$ cat config.mk
export PLATFORM = sky130hd
export DESIGN_NAME = ptf_ctrl
export DESIGN_NICKNAME = d
export VERILOG_FILES = /design/src/rtl/core/ptf_pkg.sv /design/src/rtl/core/ptf_ctrl.sv
export SDC_FILE = /design/constraint.sdc
export NUM_CORES = 1
export LEC_CHECK = 0
export ABC_AREA = 1
export ABC_CLOCK_PERIOD_IN_PS = 2200
export BUFFER_PORTS_ARGS = -buffer_cell sky130_fd_sc_hd__buf_2
export CORE_MARGIN = 5
export CORE_UTILIZATION = 50
export DETAILED_ROUTE_END_ITERATION = 10
export GPL_TIMING_DRIVEN = 0
export PLACE_DENSITY = 0.75
export SYNTH_ARGS = -nofsm -noshare
export SYNTH_HDL_FRONTEND = slang
export SYNTH_SLANG_ARGS = --single-unit
$ cat constraint.sdc
create_clock -name clock -period 2.2 [get_ports clock]
set_input_delay 0.44 -clock clock [delete_from_list [all_inputs] [get_ports clock]]
set_output_delay 0.44 -clock clock [all_outputs]
set_load 0.005 [all_outputs]
$ cat src/rtl/core/ptf_pkg.sv
// Shared types, widths, command codes and the arithmetic step table of the
// polygon tangent frame core. Used by ptf_ctrl, ptf_dp and the top level.
package ptf_pkg;

   localparam int AXES = 3;          // x, y, z
   localparam int PW   = 32;         // Q16.16 position
   localparam int TXW  = 16;         // Q4.12 texture coordinate
   localparam int NW   = 16;         // Q1.14 normal / tangent
   localparam int EW   = PW + 1;     // edge vector component
   localparam int DW   = TXW + 1;    // texture delta
   localparam int MW   = 33;         // multiplier operand
   localparam int PRW  = 2 * MW;     // multiplier product
   localparam int ACW  = 86;         // accumulator
   localparam int CRW  = 2 * EW + 1; // cross product component
   localparam int DETW = 2 * DW + 1; // uv determinant
   localparam int TPW  = DW + EW + 1;// unnormalized tangent component
   localparam int NMW  = 30;         // magnitude bound after scaling
   localparam int SQW  = 64;         // square root operand
   localparam int LW   = 31;         // vector length
   localparam int FRB  = 14;         // Q1.14 fraction bits
   localparam int RMW  = NMW + FRB + 2;
   localparam int QW   = FRB + 1;    // quotient bits
   localparam int SQRT_STEPS = SQW / 2;
   localparam logic [QW-1:0] QMAX = QW'(1 << FRB);

   // Step table boundaries
   localparam logic [4:0] STEP_CROSS_END = 5'd7;
   localparam logic [4:0] STEP_TRI       = 5'd8;
   localparam logic [4:0] STEP_TRI_END   = 5'd26;
   localparam logic [4:0] STEP_SQ        = 5'd27;
   localparam logic [4:0] STEP_SQ_END    = 5'd31;

   // Result status codes
   localparam logic [1:0] STATUS_OK     = 2'd0;
   localparam logic [1:0] STATUS_NOTRI  = 2'd1;
   localparam logic [1:0] STATUS_UVZERO = 2'd2;

   typedef enum logic [3:0] {
      A_NONE, A_E0, A_E1, A_DU0, A_DU1, A_DV0, A_DV1, A_NRM, A_MAG
   } mul_a_type;

   typedef enum logic [3:0] {
      B_NONE, B_E0, B_E1, B_DV0, B_DV1, B_CRL, B_CRM, B_CRH, B_MAG
   } mul_b_type;

   typedef enum logic [1:0] {ACC_NONE, ACC_LOAD, ACC_ADD, ACC_SUB} acc_op_type;
   typedef enum logic [1:0] {SH_0, SH_32, SH_64} acc_sh_type;
   typedef enum logic [2:0] {DST_NONE, DST_CR, DST_DET, DST_TP, DST_DOT, DST_SUM} dst_type;

   typedef enum logic [3:0] {
      OP_NONE, OP_ANCHOR, OP_EDGE, OP_ADVANCE, OP_DEGEN, OP_MAG, OP_SHIFT,
      OP_SQRT_STEP, OP_DIV_INIT, OP_DIV_STEP, OP_DIV_DONE, OP_FINAL,
      OP_EMIT_OK, OP_EMIT_NOTRI
   } dp_op_type;

   typedef struct packed {
      mul_a_type  a_src;
      logic [1:0] a_idx;
      mul_b_type  b_src;
      logic [1:0] b_idx;
      acc_op_type acc;
      acc_sh_type sh;
      dst_type    dst;
      logic [1:0] dst_idx;
   } micro_type;

   typedef struct packed {
      logic      capture;
      micro_type mc;
      dp_op_type op;
      logic [1:0] k;
   } dp_cmd_type;

   typedef struct packed {
      logic cr_nz;
      logic det_zero;
      logic big;
      logic last;
   } dp_stat_type;

   function automatic micro_type mk(input mul_a_type a, input logic [1:0] ai,
                                    input mul_b_type b, input logic [1:0] bi,
                                    input acc_op_type op, input acc_sh_type sh,
                                    input dst_type d, input logic [1:0] di);
      micro_type m;
      m.a_src = a;   m.a_idx = ai;
      m.b_src = b;   m.b_idx = bi;
      m.acc = op;    m.sh = sh;
      m.dst = d;     m.dst_idx = di;
      return m;
   endfunction

   // Multiply/accumulate program: cross product, determinant, tangent,
   // normal dot cross, sum of squares. A store reads the accumulator once the
   // product of the multiply that last fed it is registered and accumulated.
   function automatic micro_type micro(input logic [4:0] step);
      micro_type m;
      m = '0;
      unique case (step)
         5'd0:  m = mk(A_E0, 2'd1, B_E1, 2'd2, ACC_LOAD, SH_0, DST_NONE, 2'd0);
         5'd1:  m = mk(A_E0, 2'd2, B_E1, 2'd1, ACC_SUB,  SH_0, DST_NONE, 2'd0);
         5'd2:  m = mk(A_E0, 2'd2, B_E1, 2'd0, ACC_LOAD, SH_0, DST_NONE, 2'd0);
         5'd3:  m = mk(A_E0, 2'd0, B_E1, 2'd2, ACC_SUB,  SH_0, DST_CR,   2'd0);
         5'd4:  m = mk(A_E0, 2'd0, B_E1, 2'd1, ACC_LOAD, SH_0, DST_NONE, 2'd0);
         5'd5:  m = mk(A_E0, 2'd1, B_E1, 2'd0, ACC_SUB,  SH_0, DST_CR,   2'd1);
         5'd6:  m = '0;
         5'd7:  m = mk(A_NONE, 2'd0, B_NONE, 2'd0, ACC_NONE, SH_0, DST_CR, 2'd2);
         5'd8:  m = mk(A_DU0, 2'd0, B_DV1, 2'd0, ACC_LOAD, SH_0, DST_NONE, 2'd0);
         5'd9:  m = mk(A_DU1, 2'd0, B_DV0, 2'd0, ACC_SUB,  SH_0, DST_NONE, 2'd0);
         5'd10: m = mk(A_DV1, 2'd0, B_E0, 2'd0, ACC_LOAD, SH_0, DST_NONE, 2'd0);
         5'd11: m = mk(A_DV0, 2'd0, B_E1, 2'd0, ACC_SUB,  SH_0, DST_DET,  2'd0);
         5'd12: m = mk(A_DV1, 2'd0, B_E0, 2'd1, ACC_LOAD, SH_0, DST_NONE, 2'd0);
         5'd13: m = mk(A_DV0, 2'd0, B_E1, 2'd1, ACC_SUB,  SH_0, DST_TP,   2'd0);
         5'd14: m = mk(A_DV1, 2'd0, B_E0, 2'd2, ACC_LOAD, SH_0, DST_NONE, 2'd0);
         5'd15: m = mk(A_DV0, 2'd0, B_E1, 2'd2, ACC_SUB,  SH_0, DST_TP,   2'd1);
         5'd16: m = mk(A_NRM, 2'd0, B_CRL, 2'd0, ACC_LOAD, SH_0,  DST_NONE, 2'd0);
         5'd17: m = mk(A_NRM, 2'd0, B_CRM, 2'd0, ACC_ADD,  SH_32, DST_TP,   2'd2);
         5'd18: m = mk(A_NRM, 2'd0, B_CRH, 2'd0, ACC_ADD,  SH_64, DST_NONE, 2'd0);
         5'd19: m = mk(A_NRM, 2'd1, B_CRL, 2'd1, ACC_ADD,  SH_0,  DST_NONE, 2'd0);
         5'd20: m = mk(A_NRM, 2'd1, B_CRM, 2'd1, ACC_ADD,  SH_32, DST_NONE, 2'd0);
         5'd21: m = mk(A_NRM, 2'd1, B_CRH, 2'd1, ACC_ADD,  SH_64, DST_NONE, 2'd0);
         5'd22: m = mk(A_NRM, 2'd2, B_CRL, 2'd2, ACC_ADD,  SH_0,  DST_NONE, 2'd0);
         5'd23: m = mk(A_NRM, 2'd2, B_CRM, 2'd2, ACC_ADD,  SH_32, DST_NONE, 2'd0);
         5'd24: m = mk(A_NRM, 2'd2, B_CRH, 2'd2, ACC_ADD,  SH_64, DST_NONE, 2'd0);
         5'd25: m = '0;
         5'd26: m = mk(A_NONE, 2'd0, B_NONE, 2'd0, ACC_NONE, SH_0, DST_DOT, 2'd0);
         5'd27: m = mk(A_MAG, 2'd0, B_MAG, 2'd0, ACC_LOAD, SH_0, DST_NONE, 2'd0);
         5'd28: m = mk(A_MAG, 2'd1, B_MAG, 2'd1, ACC_ADD,  SH_0, DST_NONE, 2'd0);
         5'd29: m = mk(A_MAG, 2'd2, B_MAG, 2'd2, ACC_ADD,  SH_0, DST_NONE, 2'd0);
         5'd30: m = '0;
         5'd31: m = mk(A_NONE, 2'd0, B_NONE, 2'd0, ACC_NONE, SH_0, DST_SUM, 2'd0);
         default: m = '0;
      endcase
      return m;
   endfunction

endpackage

$ cat src/rtl/core/ptf_ctrl.sv
// Controller of the polygon tangent frame core: vertex phase tracking,
// sequencing of the arithmetic steps, handshakes. Depends on ptf_pkg.
module ptf_ctrl (
   input  logic                 clock,
   input  logic                 reset,
   input  logic                 req_valid,
   output logic                 req_stall,
   output logic                 rsp_valid,
   input  logic                 rsp_stall,
   input  ptf_pkg::dp_stat_type stat,
   output ptf_pkg::dp_cmd_type  cmd
);

   typedef enum logic [3:0] {
      S_IDLE, S_DISP, S_CROSS, S_CHECK, S_TRI, S_DETCHK, S_NORM, S_SQ,
      S_SQRT, S_DIVI, S_DIV, S_DIVD, S_FIN, S_WRAP, S_EMIT
   } state_type;

   typedef enum logic [1:0] {PH_FIRST, PH_SECOND, PH_FAN} phase_type;

   state_type  state_ff;
   phase_type  phase_ff;
   logic       found_ff;
   logic [4:0] step_ff;
   logic [4:0] cnt_ff;
   logic [1:0] k_ff;
   logic       rsp_valid_ff;
   logic       accept;
   logic       out_free;

   assign req_stall = (state_ff != S_IDLE);
   assign accept    = req_valid && !req_stall;
   assign out_free  = !rsp_valid_ff || !rsp_stall;
   assign rsp_valid = rsp_valid_ff;

   // Decode commands for the datapath
   always_comb begin
      cmd = '0;
      cmd.capture = accept;
      cmd.k = k_ff;
      unique case (state_ff)
         S_DISP: begin
            if (phase_ff == PH_FIRST) cmd.op = ptf_pkg::OP_ANCHOR;
            else if (phase_ff == PH_FAN && !found_ff) cmd.op = ptf_pkg::OP_EDGE;
         end
         S_CROSS, S_TRI, S_SQ: cmd.mc = ptf_pkg::micro(step_ff);
         S_DETCHK: cmd.op = stat.det_zero ? ptf_pkg::OP_DEGEN : ptf_pkg::OP_MAG;
         S_NORM:   if (stat.big) cmd.op = ptf_pkg::OP_SHIFT;
         S_SQRT:   cmd.op = ptf_pkg::OP_SQRT_STEP;
         S_DIVI:   cmd.op = ptf_pkg::OP_DIV_INIT;
         S_DIV:    cmd.op = ptf_pkg::OP_DIV_STEP;
         S_DIVD:   cmd.op = ptf_pkg::OP_DIV_DONE;
         S_FIN:    cmd.op = ptf_pkg::OP_FINAL;
         S_WRAP:   cmd.op = ptf_pkg::OP_ADVANCE;
         S_EMIT: begin
            if (out_free) cmd.op = found_ff ? ptf_pkg::OP_EMIT_OK : ptf_pkg::OP_EMIT_NOTRI;
         end
         default: ;
      endcase
   end

   // Advance state, counters and the result valid
   always_ff @(posedge clock) begin
      if (reset) begin
         state_ff     <= S_IDLE;
         phase_ff     <= PH_FIRST;
         found_ff     <= 1'b0;
         step_ff      <= '0;
         cnt_ff       <= '0;
         k_ff         <= '0;
         rsp_valid_ff <= 1'b0;
      end else begin
         // Present a new result, or drop the one just transferred
         if (state_ff == S_EMIT && out_free) rsp_valid_ff <= 1'b1;
         else if (!rsp_stall) rsp_valid_ff <= 1'b0;
         unique case (state_ff)
            S_IDLE: if (accept) state_ff <= S_DISP;
            S_DISP: begin
               if (phase_ff == PH_FIRST) begin
                  phase_ff <= PH_SECOND;
                  found_ff <= 1'b0;
                  state_ff <= S_WRAP;
               end else begin
                  phase_ff <= PH_FAN;
                  if (phase_ff == PH_FAN && !found_ff) begin
                     step_ff  <= '0;
                     state_ff <= S_CROSS;
                  end else begin
                     state_ff <= S_WRAP;
                  end
               end
            end
            S_CROSS: begin
               step_ff <= step_ff + 5'd1;
               if (step_ff == ptf_pkg::STEP_CROSS_END) state_ff <= S_CHECK;
            end
            S_CHECK: begin
               if (stat.cr_nz) begin
                  step_ff  <= ptf_pkg::STEP_TRI;
                  state_ff <= S_TRI;
               end else begin
                  state_ff <= S_WRAP;
               end
            end
            S_TRI: begin
               step_ff <= step_ff + 5'd1;
               if (step_ff == ptf_pkg::STEP_TRI_END) state_ff <= S_DETCHK;
            end
            S_DETCHK: begin
               if (stat.det_zero) begin
                  found_ff <= 1'b1;
                  state_ff <= S_WRAP;
               end else begin
                  state_ff <= S_NORM;
               end
            end
            S_NORM: begin
               if (!stat.big) begin
                  step_ff  <= ptf_pkg::STEP_SQ;
                  state_ff <= S_SQ;
               end
            end
            S_SQ: begin
               step_ff <= step_ff + 5'd1;
               if (step_ff == ptf_pkg::STEP_SQ_END) begin
                  cnt_ff   <= '0;
                  state_ff <= S_SQRT;
               end
            end
            S_SQRT: begin
               cnt_ff <= cnt_ff + 5'd1;
               if (cnt_ff == 5'(ptf_pkg::SQRT_STEPS - 1)) begin
                  k_ff     <= '0;
                  state_ff <= S_DIVI;
               end
            end
            S_DIVI: begin
               cnt_ff   <= '0;
               state_ff <= S_DIV;
            end
            S_DIV: begin
               cnt_ff <= cnt_ff + 5'd1;
               if (cnt_ff == 5'(ptf_pkg::QW - 1)) state_ff <= S_DIVD;
            end
            S_DIVD: begin
               k_ff <= k_ff + 2'd1;
               if (k_ff == 2'(ptf_pkg::AXES - 1)) state_ff <= S_FIN;
               else state_ff <= S_DIVI;
            end
            S_FIN: begin
               found_ff <= 1'b1;
               state_ff <= S_WRAP;
            end
            S_WRAP: state_ff <= stat.last ? S_EMIT : S_IDLE;
            S_EMIT: begin
               if (out_free) begin
                  phase_ff     <= PH_FIRST;
                  found_ff     <= 1'b0;
                  state_ff     <= S_IDLE;
               end
            end
            default: state_ff <= S_IDLE;
         endcase
      end
   end

   a_accept_disp: assert property (@(posedge clock) disable iff (reset)
      accept |=> (state_ff == S_DISP))
      else $error("transfer not followed by dispatch");

   a_emit_valid: assert property (@(posedge clock) disable iff (reset)
      (state_ff == S_EMIT && out_free) |=> rsp_valid_ff)
      else $error("result not presented after emit");

   a_found_src: assert property (@(posedge clock) disable iff (reset)
      $rose(found_ff) |-> ($past(state_ff) == S_FIN || $past(state_ff) == S_DETCHK))
      else $error("triangle latch set outside finish");

   a_div_bound: assert property (@(posedge clock) disable iff (reset)
      (state_ff == S_DIV) |-> (cnt_ff < 5'(ptf_pkg::QW)))
      else $error("divider ran past quotient width");

endmodule

==> metrics.txt <==
most frequent cells in the layout nand2_1 (107), inv_1 (60), dfxtp_1 (36), buf_2 (36), buf_4 (35); post-route core utilization 71.19%; Initial Util 52.03%; synthesized area divided by synthesized cell count around 6.3 um2; count of final hold-check violations 0; Vias per Instance about 5.4; CORE AREA 0.005172 mm2; routed wire length roughly 8500 um; result of the run complete, but fails checks; post-synthesis net count approximately 450; cell total after placement 534; post-route insts no fill between 500 and 600; power per cell area 1204 mW/mm2; DIE AREA between 0.006 and 0.007 mm2; cells along the critical path inv_2, nor2_4, nand2_2, nand2_2, nor2_2, nand2_2, nand2_4, buf_4, nand2_2, nand3_2, buf_6, nand2_2, nand2_1, a21oi_2, nand2_1; slew at the pin with the worst max-slew slack 616.4 ps; critical path's most frequent cell nand2_2; vias in the first global route around 2800; DP HPWL ~5200 um; remaining routing DRC violations 0; reg-to-reg setup timing slack -120 ps; first-pass GRT wire length 12980 um; layout-stage area growth over the synthesis result 36.82%; clock latency on the worst-skew pair between 300 and 400 ps; peak ir drop on the vdd network between 0.6 and 0.7 mV; start point of the critical path state_ff[2]; worst clock skew on the final layout 13.11 ps; unrepaired setup endpoints after global routing true; layout net count 529; number of sinks on the clock net 40; worst endpoint data arrival time ~2500 ps; Antenna Diode Count 0; type of the worst setup path register to register; top achievable clock speed around 0.43 GHz; Post-Synthesis Cell Area ~0.0027 mm2; Worst Setup Slack post-DPL -458.0 ps; number of optimization iterations in the first detailed-route pass 7; die boundary height around 83 um; maximum fanout along the worst path 10; Critical Path Source Type register; Cell variety after synth 33; IO Port Bufs 36; clock input transition at the sequential cells of the worst setup and hold paths roughly 90 ps; critical-path cell with the highest stage delay dfxtp_4; CTS tree yes; placement row count 26; leakage dissipation between 2 and 2.5 nW; commonest non-fill, non-tap cell in the layout nand2_1; number of H-tree levels 2; number of top-level pins 38; crit path setup slack, layout -124.6 ps; final number of max-transition violations 0; delay of the slowest cell on the worst path about 410 ps; number of failing setup endpoints in the final timing report 14; share of flip-flops with an asynchronous set or reset 0%; overall global routing resource usage ~22%; number of buffers added by the clock tree synthesis step 5; kind of end point of the critical path register; Routed Antenna Nets 0; post-synthesis sequential area ratio 29.75%; tightest slew margin relative to the limit between 50% and 60%; initial antenna violation count 0; depth of the worst register-to-register path 15; required arrival time at the worst endpoint 2390 ps; routability cong. 0.9800; max-capacitance violation count 0; vias 3114; maximum number of pins on one net before global-route repair 15; Synth warnings 0; launching point of the worst reg2reg path state_ff[2]; violated checks setup timing; most common flop cell mapped by yosys dfxtp_1; synthesized instance count around 430; final period utilization 105.7%; average wire length per cell after detail routing between 10 and 15 um; Post-synth EDFFs 0; Die X-Extent 83.37 um; number of synthesized register bits 40; clock root cell clkbuf_8; minimum clock period after layout approximately 2300 ps; worst hold path type input port to register; Final Total Pwr around 0.0044 W; overflow left after global routing 0; share of post-route cells with drive strength above 1 roughly 36%; DRT iter0 DRCs approximately 440; buffers from clock root to sink, at most 2
[synth_stat cells (2+ instances only)]
library cell  number  share of area (%)
inv_2              6               0.84
ha_1              15                7.0
o211ai_1           4                1.1
a21oi_1           30                5.6
nor3_1             2               0.37
a31oi_1            2               0.46
inv_1             65                9.1
clkbuf_1           5               0.70
o21ai_1            6                1.1
nand3b_1           2               0.56
nand2_2           10                2.3
nand4_1            2               0.46
nor2_2             8                1.9
nand3_1           21                3.9
nor2_4             4                1.7
buf_4              3               0.84
nor2_1            40                5.6
o21ai_0           13                2.4
nand2_1          133                 19
buf_6              2               0.84
nand3_2            4                1.5
dfxtp_1           40                 30
[metal layers]
layer  up-vias  track usage [%]  wire length, um
li1       1484                -                -
met1      1391            30.86             3551
met2       200            33.82             3723
met3        39            5.644              963
met4         0            7.132              291
met5         -                0                0
[area by class of cell]
cell class | count | area [um2]
Tap cell | 70 | 87.58
Fill cell | 382 | 1490
Clock inverter | 3 | 46.29
Inverter | 72 | 282.8
Sequential cell | 40 | 810.8
Timing Repair Buffer | 70 | 439.2
Multi-Input combinational cell | 306 | 1847
Buffer | 11 | 100.1
Clock buffer | 5 | 68.82
[logic make-up after synthesis]
group	count (synthesis)	share of synthesized area (%)
adder cells (fa/ha/maj)	15	6.974
buffers and inverters	83	12.69
flip-flops	40	29.75
AND/OR/NAND/NOR	229	38.08
XOR/XNOR	1	0.3255
AO/OA/AOI/OAI	60	12.18
[how the worst min path moves through the flow]
| stage | startpoint | to | cells after the start |
|---|---|---|---|
| 2_1_floorplan | phase_ff[0] | phase_ff[0] | 2 |
| 3_3_place_gp | k_ff[0] | k_ff[0] | 1 |
| 3_5_place_dp | k_ff[0] | k_ff[0] | 1 |
| 4_1_cts | rsp_stall | rsp_valid | 3 |
| 5_1_grt | rsp_stall | rsp_valid | 3 |
| 6_report | rsp_stall | rsp_valid | 3 |
[power by group]
part	internal [W]	total (W)	switching, W
combinational	0.00107	0.00278	0.00171
clock	0.000342	0.000650	0.000307
sequential	0.000907	0.00101	0.0000999
total	0.00232	0.00443	0.00211
[metrics by stage]
stage / TNS (ps) / instance area (um2) / hold slack (ps)
final: -920.3 / 3682 / 446.3
after detailed placement: -5942 / 2964 / 471.9
after CTS: 0 / 3477 / 441.3
after global routing: -2462 / 3682 / 442.8
after floorplan: 0 / 2696 / 456.1
after global placement: -5738 / 2964 / 466.0
[critical path: cells and delay by family, from the launching register on]
kind | cells | cell delay, ps
buf+inv | 3 | 440
flops | 1 | 410
compound gates | 1 | 190
simple gates | 11 | 1180
[what timing repair did]
action | CTS | global route
resized for setup | 55 | 47
cloned | 1 | 0
endpoints found under the setup margin | 43 | 33
pin swaps | 18 | 27
hold buffers | 0 | 0
setup buffers | 26 | 8
Power figures use the tool's default switching activity.
